`src/hdl/adh_pkg.sv`:
```
// Package for the per-axis position histogram: sizes, codes, queue command
// and configuration types, and the effective bin count helper.
// Depends on nothing; every other file of the block uses it.
package adh_pkg;

    // Storage sizes
    localparam int MAX_BINS   = 1024;
    localparam int COUNT_BITS = 32;
    localparam int BIN_BITS   = (MAX_BINS > 1) ? $clog2(MAX_BINS) : 1;
    localparam int PROD_BITS  = COUNT_BITS + 32;
    localparam logic [COUNT_BITS-1:0] COUNT_MAX = {COUNT_BITS{1'b1}};

    // Command queue between front and back
    localparam int Q_DEPTH    = 2;
    localparam int Q_PTR_BITS = (Q_DEPTH > 1) ? $clog2(Q_DEPTH) : 1;
    localparam int Q_CNT_BITS = $clog2(Q_DEPTH + 1);

    // Configuration port
    localparam int CFG_ADDR_BITS = 5;
    localparam logic [2:0] REG_INV_BIN_WIDTH = 3'd0;
    localparam logic [2:0] REG_BINS_X        = 3'd1;
    localparam logic [2:0] REG_BINS_Y        = 3'd2;
    localparam logic [2:0] REG_BINS_Z        = 3'd3;
    localparam logic [2:0] REG_INV_VOLUME_X  = 3'd4;
    localparam logic [2:0] REG_INV_VOLUME_Y  = 3'd5;
    localparam logic [2:0] REG_INV_VOLUME_Z  = 3'd6;

    // Item kinds and axis codes
    localparam logic [1:0] KIND_PARTICLE = 2'd0;
    localparam logic [1:0] KIND_READ     = 2'd1;
    localparam logic [1:0] KIND_CLEAR    = 2'd2;
    localparam logic [1:0] AXIS_X        = 2'd0;
    localparam logic [1:0] AXIS_Y        = 2'd1;
    localparam logic [1:0] AXIS_Z        = 2'd2;

    // Operation carried by a queued command
    typedef enum logic [1:0] {
        OP_PARTICLE,
        OP_READ,
        OP_CLEAR
    } t_op;

    // One queued command. A read puts its bin index in all three addresses.
    typedef struct packed {
        t_op                 op;
        logic [BIN_BITS-1:0] bin_x;
        logic [BIN_BITS-1:0] bin_y;
        logic [BIN_BITS-1:0] bin_z;
        logic [1:0]          axis;
        logic                oor;
    } t_cmd;

    // Configuration register set
    typedef struct packed {
        logic [31:0] inv_bin_width;
        logic [10:0] bins_x;
        logic [10:0] bins_y;
        logic [10:0] bins_z;
        logic [31:0] inv_volume_x;
        logic [31:0] inv_volume_y;
        logic [31:0] inv_volume_z;
    } t_cfg;

    // Back-end status seen by the front end
    typedef struct packed {
        logic init_busy;
    } t_back_sts;

    // Back-end sequencer states
    typedef enum logic [1:0] {
        BK_IDLE,
        BK_PART_WR,
        BK_READ_MUL,
        BK_CLEAR
    } t_back_state;

    // A bins register of zero acts as one; above the storage it saturates.
    function automatic logic [31:0] eff_bins(input logic [10:0] breg);
        logic [31:0] n;
        if (breg == 11'd0) begin
            n = 32'd1;
        end else if (32'(breg) > 32'(MAX_BINS)) begin
            n = 32'(MAX_BINS);
        end else begin
            n = 32'(breg);
        end
        return n;
    endfunction

endpackage

```
`src/hdl/adh_queue.sv`:
```
// Short command queue that decouples the front end from the back end.
// Depends on adh_pkg.
module adh_queue (
    input  logic          i_clk,
    input  logic          i_rst_n,
    input  logic          i_push,
    input  adh_pkg::t_cmd i_cmd,
    output logic          o_full,
    input  logic          i_pop,
    output logic          o_empty,
    output adh_pkg::t_cmd o_cmd
);

    adh_pkg::t_cmd                   r_entry [adh_pkg::Q_DEPTH];
    logic [adh_pkg::Q_PTR_BITS-1:0]  r_wptr;
    logic [adh_pkg::Q_PTR_BITS-1:0]  r_rptr;
    logic [adh_pkg::Q_CNT_BITS-1:0]  r_cnt;

    localparam logic [adh_pkg::Q_PTR_BITS-1:0] PTR_LAST =
        adh_pkg::Q_PTR_BITS'(adh_pkg::Q_DEPTH - 1);
    localparam logic [adh_pkg::Q_CNT_BITS-1:0] CNT_FULL =
        adh_pkg::Q_CNT_BITS'(adh_pkg::Q_DEPTH);

    assign o_full  = (r_cnt == CNT_FULL);
    assign o_empty = (r_cnt == '0);
    assign o_cmd   = r_entry[r_rptr];

    // Pointers and fill count
    always_ff @(posedge i_clk) begin
        if (!i_rst_n) begin
            r_wptr <= '0;
            r_rptr <= '0;
            r_cnt  <= '0;
        end else begin
            if (i_push) begin
                r_wptr <= (r_wptr == PTR_LAST) ? '0 : r_wptr + 1'b1;
            end
            if (i_pop) begin
                r_rptr <= (r_rptr == PTR_LAST) ? '0 : r_rptr + 1'b1;
            end
            if (i_push && !i_pop) begin
                r_cnt <= r_cnt + 1'b1;
            end else if (i_pop && !i_push) begin
                r_cnt <= r_cnt - 1'b1;
            end
        end
    end

    // Entry storage
    always_ff @(posedge i_clk) begin
        if (i_push) begin
            r_entry[r_wptr] <= i_cmd;
        end
    end

endmodule

```
`config.mk`:
```
export PLATFORM = sky130hd
export DESIGN_NAME = adh_queue
export DESIGN_NICKNAME = d
export VERILOG_FILES = /design/src/hdl/adh_pkg.sv /design/src/hdl/adh_queue.sv
export SDC_FILE = /design/constraint.sdc
export NUM_CORES = 1
export LEC_CHECK = 0
export ABC_CLOCK_PERIOD_IN_PS = 5200
export BUFFER_PORTS_ARGS = -buffer_cell sky130_fd_sc_hd__buf_4
export CAP_MARGIN = 20
export CORE_MARGIN = 4
export CORE_UTILIZATION = 45
export DETAILED_ROUTE_END_ITERATION = 8
export HOLD_SLACK_MARGIN = 0.15
export PLACE_DENSITY_LB_ADDON = 0.3
export SETUP_SLACK_MARGIN = 0.05
export SYNTH_ARGS = -nofsm -noshare
export SYNTH_HDL_FRONTEND = slang
export SYNTH_SLANG_ARGS = --single-unit
```
`constraint.sdc`:
```
create_clock -name i_clk -period 5.2 [get_ports i_clk]
set_input_delay 1.04 -clock i_clk [delete_from_list [all_inputs] [get_ports i_clk]]
set_output_delay 1.04 -clock i_clk [all_outputs]
set_load 0.05 [all_outputs]
```
==> flow_metrics.tcl, run 1 <==
set metrics [dict create \
    outcome "finished clean" \
    powerDensity_nw_per_um2 383 \
    design_area_um2 3560 \
    clkTransAtPathRegs_ns 0.06 \
    die_w_um 86.1 \
    gp_congestion 0.675 \
    path_cells "buf_4 -> mux2_2 -> buf_4" \
    cap_violations 0 \
    boundaryPins 76 \
    synth_top_area_share_pct 76.6 \
    path_buf_inv 2 \
    rows 28 \
    first_global_vias 1499 \
    grtUsageTotal_pct 13.4 \
    tightest_slew_ns 1.04 \
    crit_required_ns 4.16 \
    yosys.area.top_type "edfxtp_1" \
    p_total_mw 1.36 \
    drv_slew 0 \
    worst-setup-path-type "reg -> out" \
    yosysSeqAreaShare_pct 80.3 \
    synth_area_leaders "edfxtp_1 77%, mux2_2 14%, dfxtp_1 3.6%" \
    insertion_delay_ns 0.33 \
    synth.avg_cell_area_um2 20.9 \
    setup_slack_ns 2.12 \
    cts_tree "yes" \
    mappedNetlistNets 171 \
    clock_skew_ns 0.00520 \
    leakage_nw 1.35 \
    coreArea_um2 5920 \
    fmax_mhz 324 \
    crit_path_end_kind "primary output" \
    grt_util_met2_pct 22.6 \
    initial_utilization_pct 46.3 \
    crit_arrival_ns 2.04 \
    wire_per_inst_um 16.2 \
    netlist_area_um2 2740 \
    nets 254 \
    ir_drop_uv 241 \
    cts_hold_buf 0 \
    use_met3_pct 3.55 \
    numPortBuffers 75 \
    postRouteAntennaNets 0 \
    rsz0062_at_grt "no" \
    yosysWarnings 0 \
    grt-busiest-layer "met2" \
    finalSetupViolations 0 \
    post_dp_cell_area_um2 3390 \
    drive_gt1_share_pct 57.3 \
    die_y_um 86.1 \
    synth.distinct_cells 17 \
    cts_resized 0 \
    syn_to_final_growth_pct 29.9 \
    synth_cells 131 \
    yosys.area_share.adder_pct 0.456 \
    num_antenna_cells 0 \
    synthSimpleGateAreaFrac_pct 2.05 \
    grt_start_max_net_pins 37 \
    detail_route.wirelength_mm 4.76 \
    cts_setup_buffers 0 \
    grt_use_met1_pct 15.1 \
    grt_overflow 0 \
    drt_iter0_drc 60 \
    cts_buffer_depth 2 \
    synth_compound_area_share_pct 0.730 \
    antenna_found_initial 0 \
    min_path_type "reg -> reg" \
    cpPeakStageDelay_ns 0.72 \
    fin_crit_sh_pct 59.3 \
    routed_via_density 4.81 \
    num_vias 1408 \
    cts_sinks 75 \
    fin_crit_ns 3.08 \
    slowest_stage "dfxtp_1" \
    cp_max_fo 22 \
    synth_mux_area_share_pct 14.4 \
    dp_slack_ns 2.46 \
    dieArea_um2 7410 \
    cpMostUsedCell "buf_4" \
    cp-start-kind "register" \
    ys_ff_latch 75 \
    cts_root_buffer "clkbuf_8" \
    drc 0 \
    synth_xor_area_share_pct 0.958 \
    fin_setup_tns_ns 0 \
    cts_buffers 9 \
    grt_pass1_wl_mm 7.23 \
    dr.pass1.iters 4 \
    critPathTopFamily "flip-flops" \
    htreeDepth 3 \
    slew_headroom_pct 30.8 \
    hold_violations 0 \
    synth_top_family_by_area "multiplexers" \
]
==> power by group <==
part | total [mW] | leakage [nW] | switching [mW] | internal (mW)
clock | 0.399 | 0.0882 | 0.183 | 0.215
combinational | 0.254 | 0.560 | 0.161 | 0.0931
sequential | 0.710 | 0.699 | 0.0135 | 0.696
==> cell families after synthesis <==
| kind of cell | after synthesis |
|---|---|
| flip-flops | 75 |
| multiplexers | 35 |
| AND/OR/NAND/NOR | 9 |
| buffers and inverters | 5 |
| AO/OA/AOI/OAI | 3 |
| XOR/XNOR | 3 |
| adder cells (fa/ha/maj) | 1 |
==> cells in the mapped netlist (all sizes together) <==
library cell	number
dfxtp	5
nor2	1
edfxtp	70
nor2b	2
and2b	1
inv	1
xnor2	1
a21boi	1
and2	4
buf	4
o21ai	1
xor2	2
or3	1
mux2	35
o21a	1
ha	1
==> placed cells by master, fill, tap and decap left out <==
master / n
buf_4: 76
edfxtp_1: 70
mux2_2: 35
clkbuf_8: 9
dfxtp_1: 5
and2_1: 3
xor2_1: 2
clkinv_1: 2
clkbuf_1: 2
inv_1: 1
nor2_1: 1
and2b_2: 1
and2_2: 1
nor2b_4: 1
xnor2_1: 1
nor2b_1: 1
o21a_1: 1
o21ai_0: 1
or3_1: 1
a21boi_1: 1
ha_1: 1
bufinv_16: 1
clkinv_2: 1
==> per-layer routing <==
layer,vias to the layer above,share of wire (%)
met5,-,0
met4,0,2.1
met3,8,6.7
met2,43,52
met1,689,39
li1,668,-
==> metrics by stage <==
step / instances / utilization, % / hold WS, ns
final: 293 / 60.2 / 0.524
after detailed placement: 278 / 57.2 / 0.512
after global placement: 278 / 57.2 / 0.488
after CTS: 293 / 60.2 / 0.516
after global routing: 293 / 60.2 / 0.560
after floorplan: 131 / - / 0.466
==> flip-flops by register name, indices dropped and copies added, names as in the netlist, named ones only <==
name,cells
r_rptr,1
r_cnt,2
r_entry,70
r_wptr,1
==> path summary, 6_finish.rpt <==
| kind | startpoint | end | slack, ns | depth (start not counted) |
|---|---|---|---|---|
| max | register | o_cmd[20] | 2.12 | 3 |
| min | r_cnt[1] | r_cnt[1] | 0.52 | 2 |
| max reg2reg | r_wptr | r_entry[0][22] | 3.66 | 1 |
| min reg2reg | r_cnt[1] | r_cnt[1] | 0.52 | 2 |
==> cell type report <==
cell class	count	area [um^2]
Tap cell	75	93.8
Timing Repair Buffer	76	571
Sequential cell	75	2200
Clock buffer	11	131
Clock inverter	4	42.5
Fill cell	461	2360
Inverter	1	3.75
Multi-Input combinational cell	51	518
No activity file was read; power rests on OpenSTA's default activity.
==> run 2: changes to the inputs <==
--- a/config.mk
+++ b/config.mk
@@ -5,7 +5,8 @@
 export SDC_FILE = /design/constraint.sdc
 export NUM_CORES = 1
 export LEC_CHECK = 0
-export ABC_CLOCK_PERIOD_IN_PS = 5200
+export ABC_AREA = 1
+export ABC_CLOCK_PERIOD_IN_PS = 2500
 export BUFFER_PORTS_ARGS = -buffer_cell sky130_fd_sc_hd__buf_4
 export CAP_MARGIN = 20
 export CORE_MARGIN = 4
==> constraint.sdc (replaced) <==
create_clock -name i_clk -period 2.5 [get_ports i_clk]
set_input_delay 0.5 -clock i_clk [delete_from_list [all_inputs] [get_ports i_clk]]
set_output_delay 0.5 -clock i_clk [all_outputs]
set_load 0.05 [all_outputs]
==> flow_metrics.tcl, run 2 <==
set metrics [dict create \
    synth_mux_area_share_pct 17.4 \
    postRouteAntennaNets 0 \
    rsz0062_at_grt "no" \
    synth_cells 144 \
    design_area_um2 3820 \
    crit_required_ns 2.00 \
    nets 272 \
    cp_max_fo 14 \
    path_cells "buf_12 -> mux2_2 -> buf_4" \
    seqCellArea_um2 2200 \
    ys_top_cells_by_count "70 x edfxtp_1, 30 x mux2_4, 9 x nor2_1" \
    dr.pass1.iters 4 \
    r2r_slack_ns 1.13 \
    synthMostInstantiatedCell "edfxtp_1" \
    outcome "finished clean" \
    antenna_found_initial 0 \
    cts_setup_buffers 0 \
    reg.largest.list "r_entry: 70 flops, r_cnt: 2 flops" \
    synth_top_family_by_area "multiplexers" \
    ir_drop_uv 464 \
    powerDensity_nw_per_um2 813 \
    fillerInstances 481 \
    fin_setup_tns_ns 0 \
    p_int_mw 2.34 \
    insertion_delay_ns 0.35 \
    cts_resized 0 \
    yosysWarnings 0 \
    cpPeakStageDelay_ns 0.60 \
    async_flop_share_pct 0 \
    leakage_nw 1.56 \
    fin_crit_ns 2.21 \
    seq_power_share_pct 47.4 \
    p_clk_share_pct 36.0 \
    synth.avg_cell_area_um2 20.2 \
    die_w_um 88.4 \
    cts_tree "yes" \
    yosysSeqAreaShare_pct 75.7 \
    cts_sinks 75 \
    drive_gt1_share_pct 56.5 \
    fmax_mhz 452 \
    synth_top_area_share_pct 72.3 \
    yosys.area.top_type "edfxtp_1" \
    clock_skew_ns 0.00813 \
    die_y_um 88.4 \
    regMostFlops "r_entry" \
    synthFlopType "edfxtp_1" \
    slowest_stage "dfxtp_2" \
    final_common_cell "buf_4" \
    synth_area_leaders "edfxtp_1 72%, mux2_4 15%, dfxtp_1 3.4%" \
    dp_slack_ns 0.626 \
    dieArea_um2 7810 \
    numPortBuffers 75 \
    min_path_type "in -> reg" \
    cts_buffer_depth 2 \
    drc 0 \
    grt_pass1_wl_mm 7.32 \
    cp-start-kind "register" \
    crit_arrival_ns 1.71 \
    mappedNetlistNets 184 \
    first_global_vias 1498 \
    wire_per_inst_um 15.3 \
    gp_congestion 0.686 \
    multi_input_comb_area_um2 612 \
    detail_route.wirelength_mm 4.80 \
    post_dp_cell_area_um2 3570 \
    fin_crit_sh_pct 88.5 \
    num_vias 1471 \
    netlist_area_um2 2910 \
    tightest_slew_ns 0.578 \
    synth.distinct_cells 14 \
    cts_root_buffer "clkbuf_8" \
    most-common-layout-cells "79 x buf_4, 70 x edfxtp_1, 30 x mux2_4" \
    synth_xor_area_share_pct 0 \
    coreArea_um2 6310 \
    grt_start_max_net_pins 23 \
    slew_headroom_pct 61.4 \
    rows 29 \
    syn_to_final_growth_pct 31.5 \
    htreeDepth 3 \
    cts_buffers 9 \
    ys_ff_latch 75 \
    routed_via_density 4.68 \
    drv_slew 0 \
    grtUsageTotal_pct 13.3 \
    hold_ws_ns 0.332 \
    holdPathStages 1 \
    synthSimpleGateAreaFrac_pct 2.58 \
    cts_hold_buf 0 \
    synth_compound_area_share_pct 0.344 \
    switching_share_pct 24.6 \
    finalSetupViolations 0 \
    worst-setup-path-type "reg -> out" \
    p_comb_share_pct 16.5 \
    boundaryPins 76 \
    cap_violations 0 \
    rr_worst_depth 2 \
    crit_path_end_kind "primary output" \
    largest_reg_flops 70 \
    synth_edf_count 70 \
    hold_violations 0 \
    setup_slack_ns 0.286 \
    dp_hpwl_mm 3.39 \
    clkTransAtPathRegs_ns 0.08 \
    grt_overflow 0 \
    p_sw_mw 0.766 \
    drt_iter0_drc 81 \
    num_antenna_cells 0 \
    yosys.area_share.adder_pct 0.430 \
    initial_utilization_pct 46.1 \
]
==> run 2: cell families after synthesis <==
group                      Yosys count
adders and majority gates            1
DFF                                 75
and+or+nand+nor                     19
buffers and inverters               12
muxes                               35
AOI/OAI and AO/OA                    2
==> run 2: layout make-up <==
type                            instances  area share (%)
Sequential cell                        75            57.6
Timing Repair Buffer                   81            16.6
Multi-Input combinational cell         57            16.0
Clock buffer                           10            3.60
Clock inverter                          6            2.94
Tap cell                               77            2.52
Inverter                                8           0.785
==> run 2: power by group through the flow <==
stage	Combinational [mW]	Sequential [mW]	Clock [mW]
after floorplan	0.372	1.49	0
after global placement	0.517	1.50	0
after detailed placement	0.521	1.51	0
after CTS	0.522	1.48	1.15
after global routing	0.543	1.48	1.21
final	0.515	1.48	1.12
==> run 2: layer usage <==
metal	vias up	routed length, um	track usage, %
met4	0	111	8.65
li1	716	-	-
met1	700	1840	15.0
met5	-	0	0
met2	46	2470	21.6
met3	9	382	4.47
==> run 2: stage by stage <==
step / total power, mW / util [%] / std cells
final: 3.11 / 60.6 / 314
after detailed placement: 2.03 / 56.6 / 298
after CTS: 3.14 / 60.6 / 314
after floorplan: 1.86 / - / 144
after global placement: 2.02 / 56.6 / 298
after global routing: 3.24 / 60.6 / 314
==> run 2: worst paths after layout <==
check	start	end
worst max register to register	r_wptr	r_entry[0][19]
worst max-delay path	register	o_cmd[20]
worst min-delay path	i_cmd[28]	r_entry[0][28]
worst min register to register	r_rptr	r_rptr
==> run 2: worst max-delay path, delay by kind of cell, from the launching register on <==
family | cells | cell delay [ns]
buffers and inverters | 2 | 0.41
DFF | 1 | 0.60
muxes | 1 | 0.35
==> run 3: changes to the inputs <==
--- a/config.mk
+++ b/config.mk
@@ -9,8 +9,10 @@
 export ABC_CLOCK_PERIOD_IN_PS = 2500
 export BUFFER_PORTS_ARGS = -buffer_cell sky130_fd_sc_hd__buf_4
 export CAP_MARGIN = 20
+export CELL_PAD_IN_SITES_DETAIL_PLACEMENT = 1
+export CELL_PAD_IN_SITES_GLOBAL_PLACEMENT = 1
 export CORE_MARGIN = 4
-export CORE_UTILIZATION = 45
+export CORE_UTILIZATION = 39
 export DETAILED_ROUTE_END_ITERATION = 8
 export HOLD_SLACK_MARGIN = 0.15
 export PLACE_DENSITY_LB_ADDON = 0.3
==> flow_metrics.tcl, run 3 (synthesized netlist as in run 2, its figures left out) <==
set metrics [dict create \
    outcome "finished clean" \
    fin_crit_sh_pct 85.1 \
    boundaryPins 76 \
    hold_ws_ns 0.352 \
    crit_path_end_kind "primary output" \
    cts_buffers 9 \
    drc 0 \
    grt_pass1_wl_mm 7.89 \
    grt_start_max_net_pins 36 \
    p_comb_share_pct 18.1 \
    min_path_type "in -> reg" \
    dp_slack_ns 0.718 \
    die_y_um 94.3 \
    rr_worst_depth 3 \
    cp_max_fo 30 \
    dr.pass1.iters 4 \
    worst-setup-path-type "reg -> out" \
    insertion_delay_ns 0.33 \
    hold_end "r_entry[1][22]" \
    cts_root_buffer "clkbuf_8" \
    finalNonFillerCells 334 \
    p_clk_share_pct 30.2 \
    post_dp_cell_area_um2 3570 \
    crit-reg2reg-launch "r_wptr" \
    switching_share_pct 26.0 \
    grt_overflow 0 \
    rsz0062_at_grt "no" \
    r2r_slack_ns 1.17 \
    fin_crit_ns 2.13 \
    die_w_um 94.3 \
    cap_violations 0 \
    nets 270 \
    syn_to_final_growth_pct 29.3 \
    setup_slack_ns 0.371 \
    worstHoldStart "i_cmd[22]" \
    regMostFlops "r_entry" \
    crit_arrival_ns 1.63 \
    routed_via_density 4.47 \
    cts_sinks 75 \
    fillerInstances 711 \
    most-common-layout-cells "78 x buf_4, 70 x edfxtp_1, 30 x mux2_4" \
    final_common_cell "buf_4" \
    reg.largest.list "r_entry: 70 flops, r_cnt: 2 flops" \
    initial_utilization_pct 40.1 \
    grtUsageTotal_pct 12.1 \
    htreeDepth 3 \
    slew_headroom_pct 68.2 \
    crit_required_ns 2.00 \
    r2r-end "r_entry[1][7]" \
    fmax_mhz 470 \
    finalSetupViolations 0 \
    cts_setup_buffers 0 \
    rows 31 \
    antenna_found_initial 0 \
    postRouteAntennaNets 0 \
    first_global_vias 1599 \
    detail_route.wirelength_mm 5.19 \
    drv_slew 0 \
    largest_reg_flops 70 \
    gp_congestion 0.658 \
    dieArea_um2 8900 \
    dp_hpwl_mm 3.68 \
    leakage_nw 1.52 \
    cts_tree "yes" \
    drive_gt1_share_pct 55.3 \
    hold_violations 0 \
    num_vias 1492 \
    clkTransAtPathRegs_ns 0.07 \
    holdPathStages 1 \
    wire_per_inst_um 15.5 \
    p_int_mw 2.11 \
    cts_buffer_depth 2 \
    dp_cells 318 \
    numPortBuffers 75 \
    fin_setup_tns_ns 0 \
    cts_hold_buf 0 \
    cp-start-kind "register" \
    drt_iter0_drc 63 \
    tightest_slew_ns 0.477 \
    p_sw_mw 0.740 \
    clock_skew_ns 0.00825 \
    seq_power_share_pct 51.7 \
    cts_resized 0 \
    design_area_um2 3760 \
    num_antenna_cells 0 \
    coreArea_um2 7250 \
    ir_drop_uv 284 \
    powerDensity_nw_per_um2 757 \
]
-- run 3: area by class of cell --
class                      count  area, um^2  area share [%]
clock inverter                 5        53.8            1.43
sequential                    75        2200            58.6
multi-input combinational     57         612            16.3
clock buffer                  11         131            3.49
tap                           99         124            3.29
timing repair buffer          79         606            16.1
inverter                       8        30.0           0.799
-- run 3: layer usage --
metal | track usage (%) | share of wire [%] | vias up
met5 | 0 | 0 | -
met4 | 6.50 | 1.5 | 0
met3 | 3.11 | 5.8 | 8
met2 | 21.4 | 55 | 43
met1 | 13.3 | 38 | 730
li1 | - | - | 711
-- run 3: worst max path at each step --
| stage | start | endpoint | slack (ns) | cells past startpoint |
|---|---|---|---|---|
| 2_1_floorplan | i_push | r_entry[0][0] | 0.06 | 2 |
| 3_3_place_gp | register | o_cmd[21] | 0.74 | 3 |
| 3_5_place_dp | register | o_cmd[21] | 0.72 | 3 |
| 4_1_cts | register | o_cmd[21] | 0.34 | 3 |
| 5_1_grt | register | o_cmd[21] | 0.29 | 3 |
| 6_report | register | o_cmd[21] | 0.37 | 3 |
-- run 3: stage by stage --
step | power, mW | utilization [%]
6_report | 2.85 | 51.8
3_5_place_dp | 2.03 | 49.3
5_1_grt | 2.98 | 51.8
3_3_place_gp | 2.02 | 49.3
4_1_cts | 2.89 | 51.8
2_1_floorplan | 1.86 | -
-- run 3: critical path, stage by stage (launching register included) --
cell and delay, ns:
dfxtp_2 0.45, buf_12 0.27, mux2_2 0.37, buf_4 0.19
-- run 3: power groups by stage --
stage / clock [mW] / sequential [mW] / combinational, mW
finish: 0.858 / 1.47 / 0.516
global route: 0.956 / 1.48 / 0.545
CTS: 0.891 / 1.47 / 0.526
detailed placement: 0 / 1.50 / 0.526
global placement: 0 / 1.50 / 0.519
floorplan: 0 / 1.49 / 0.372
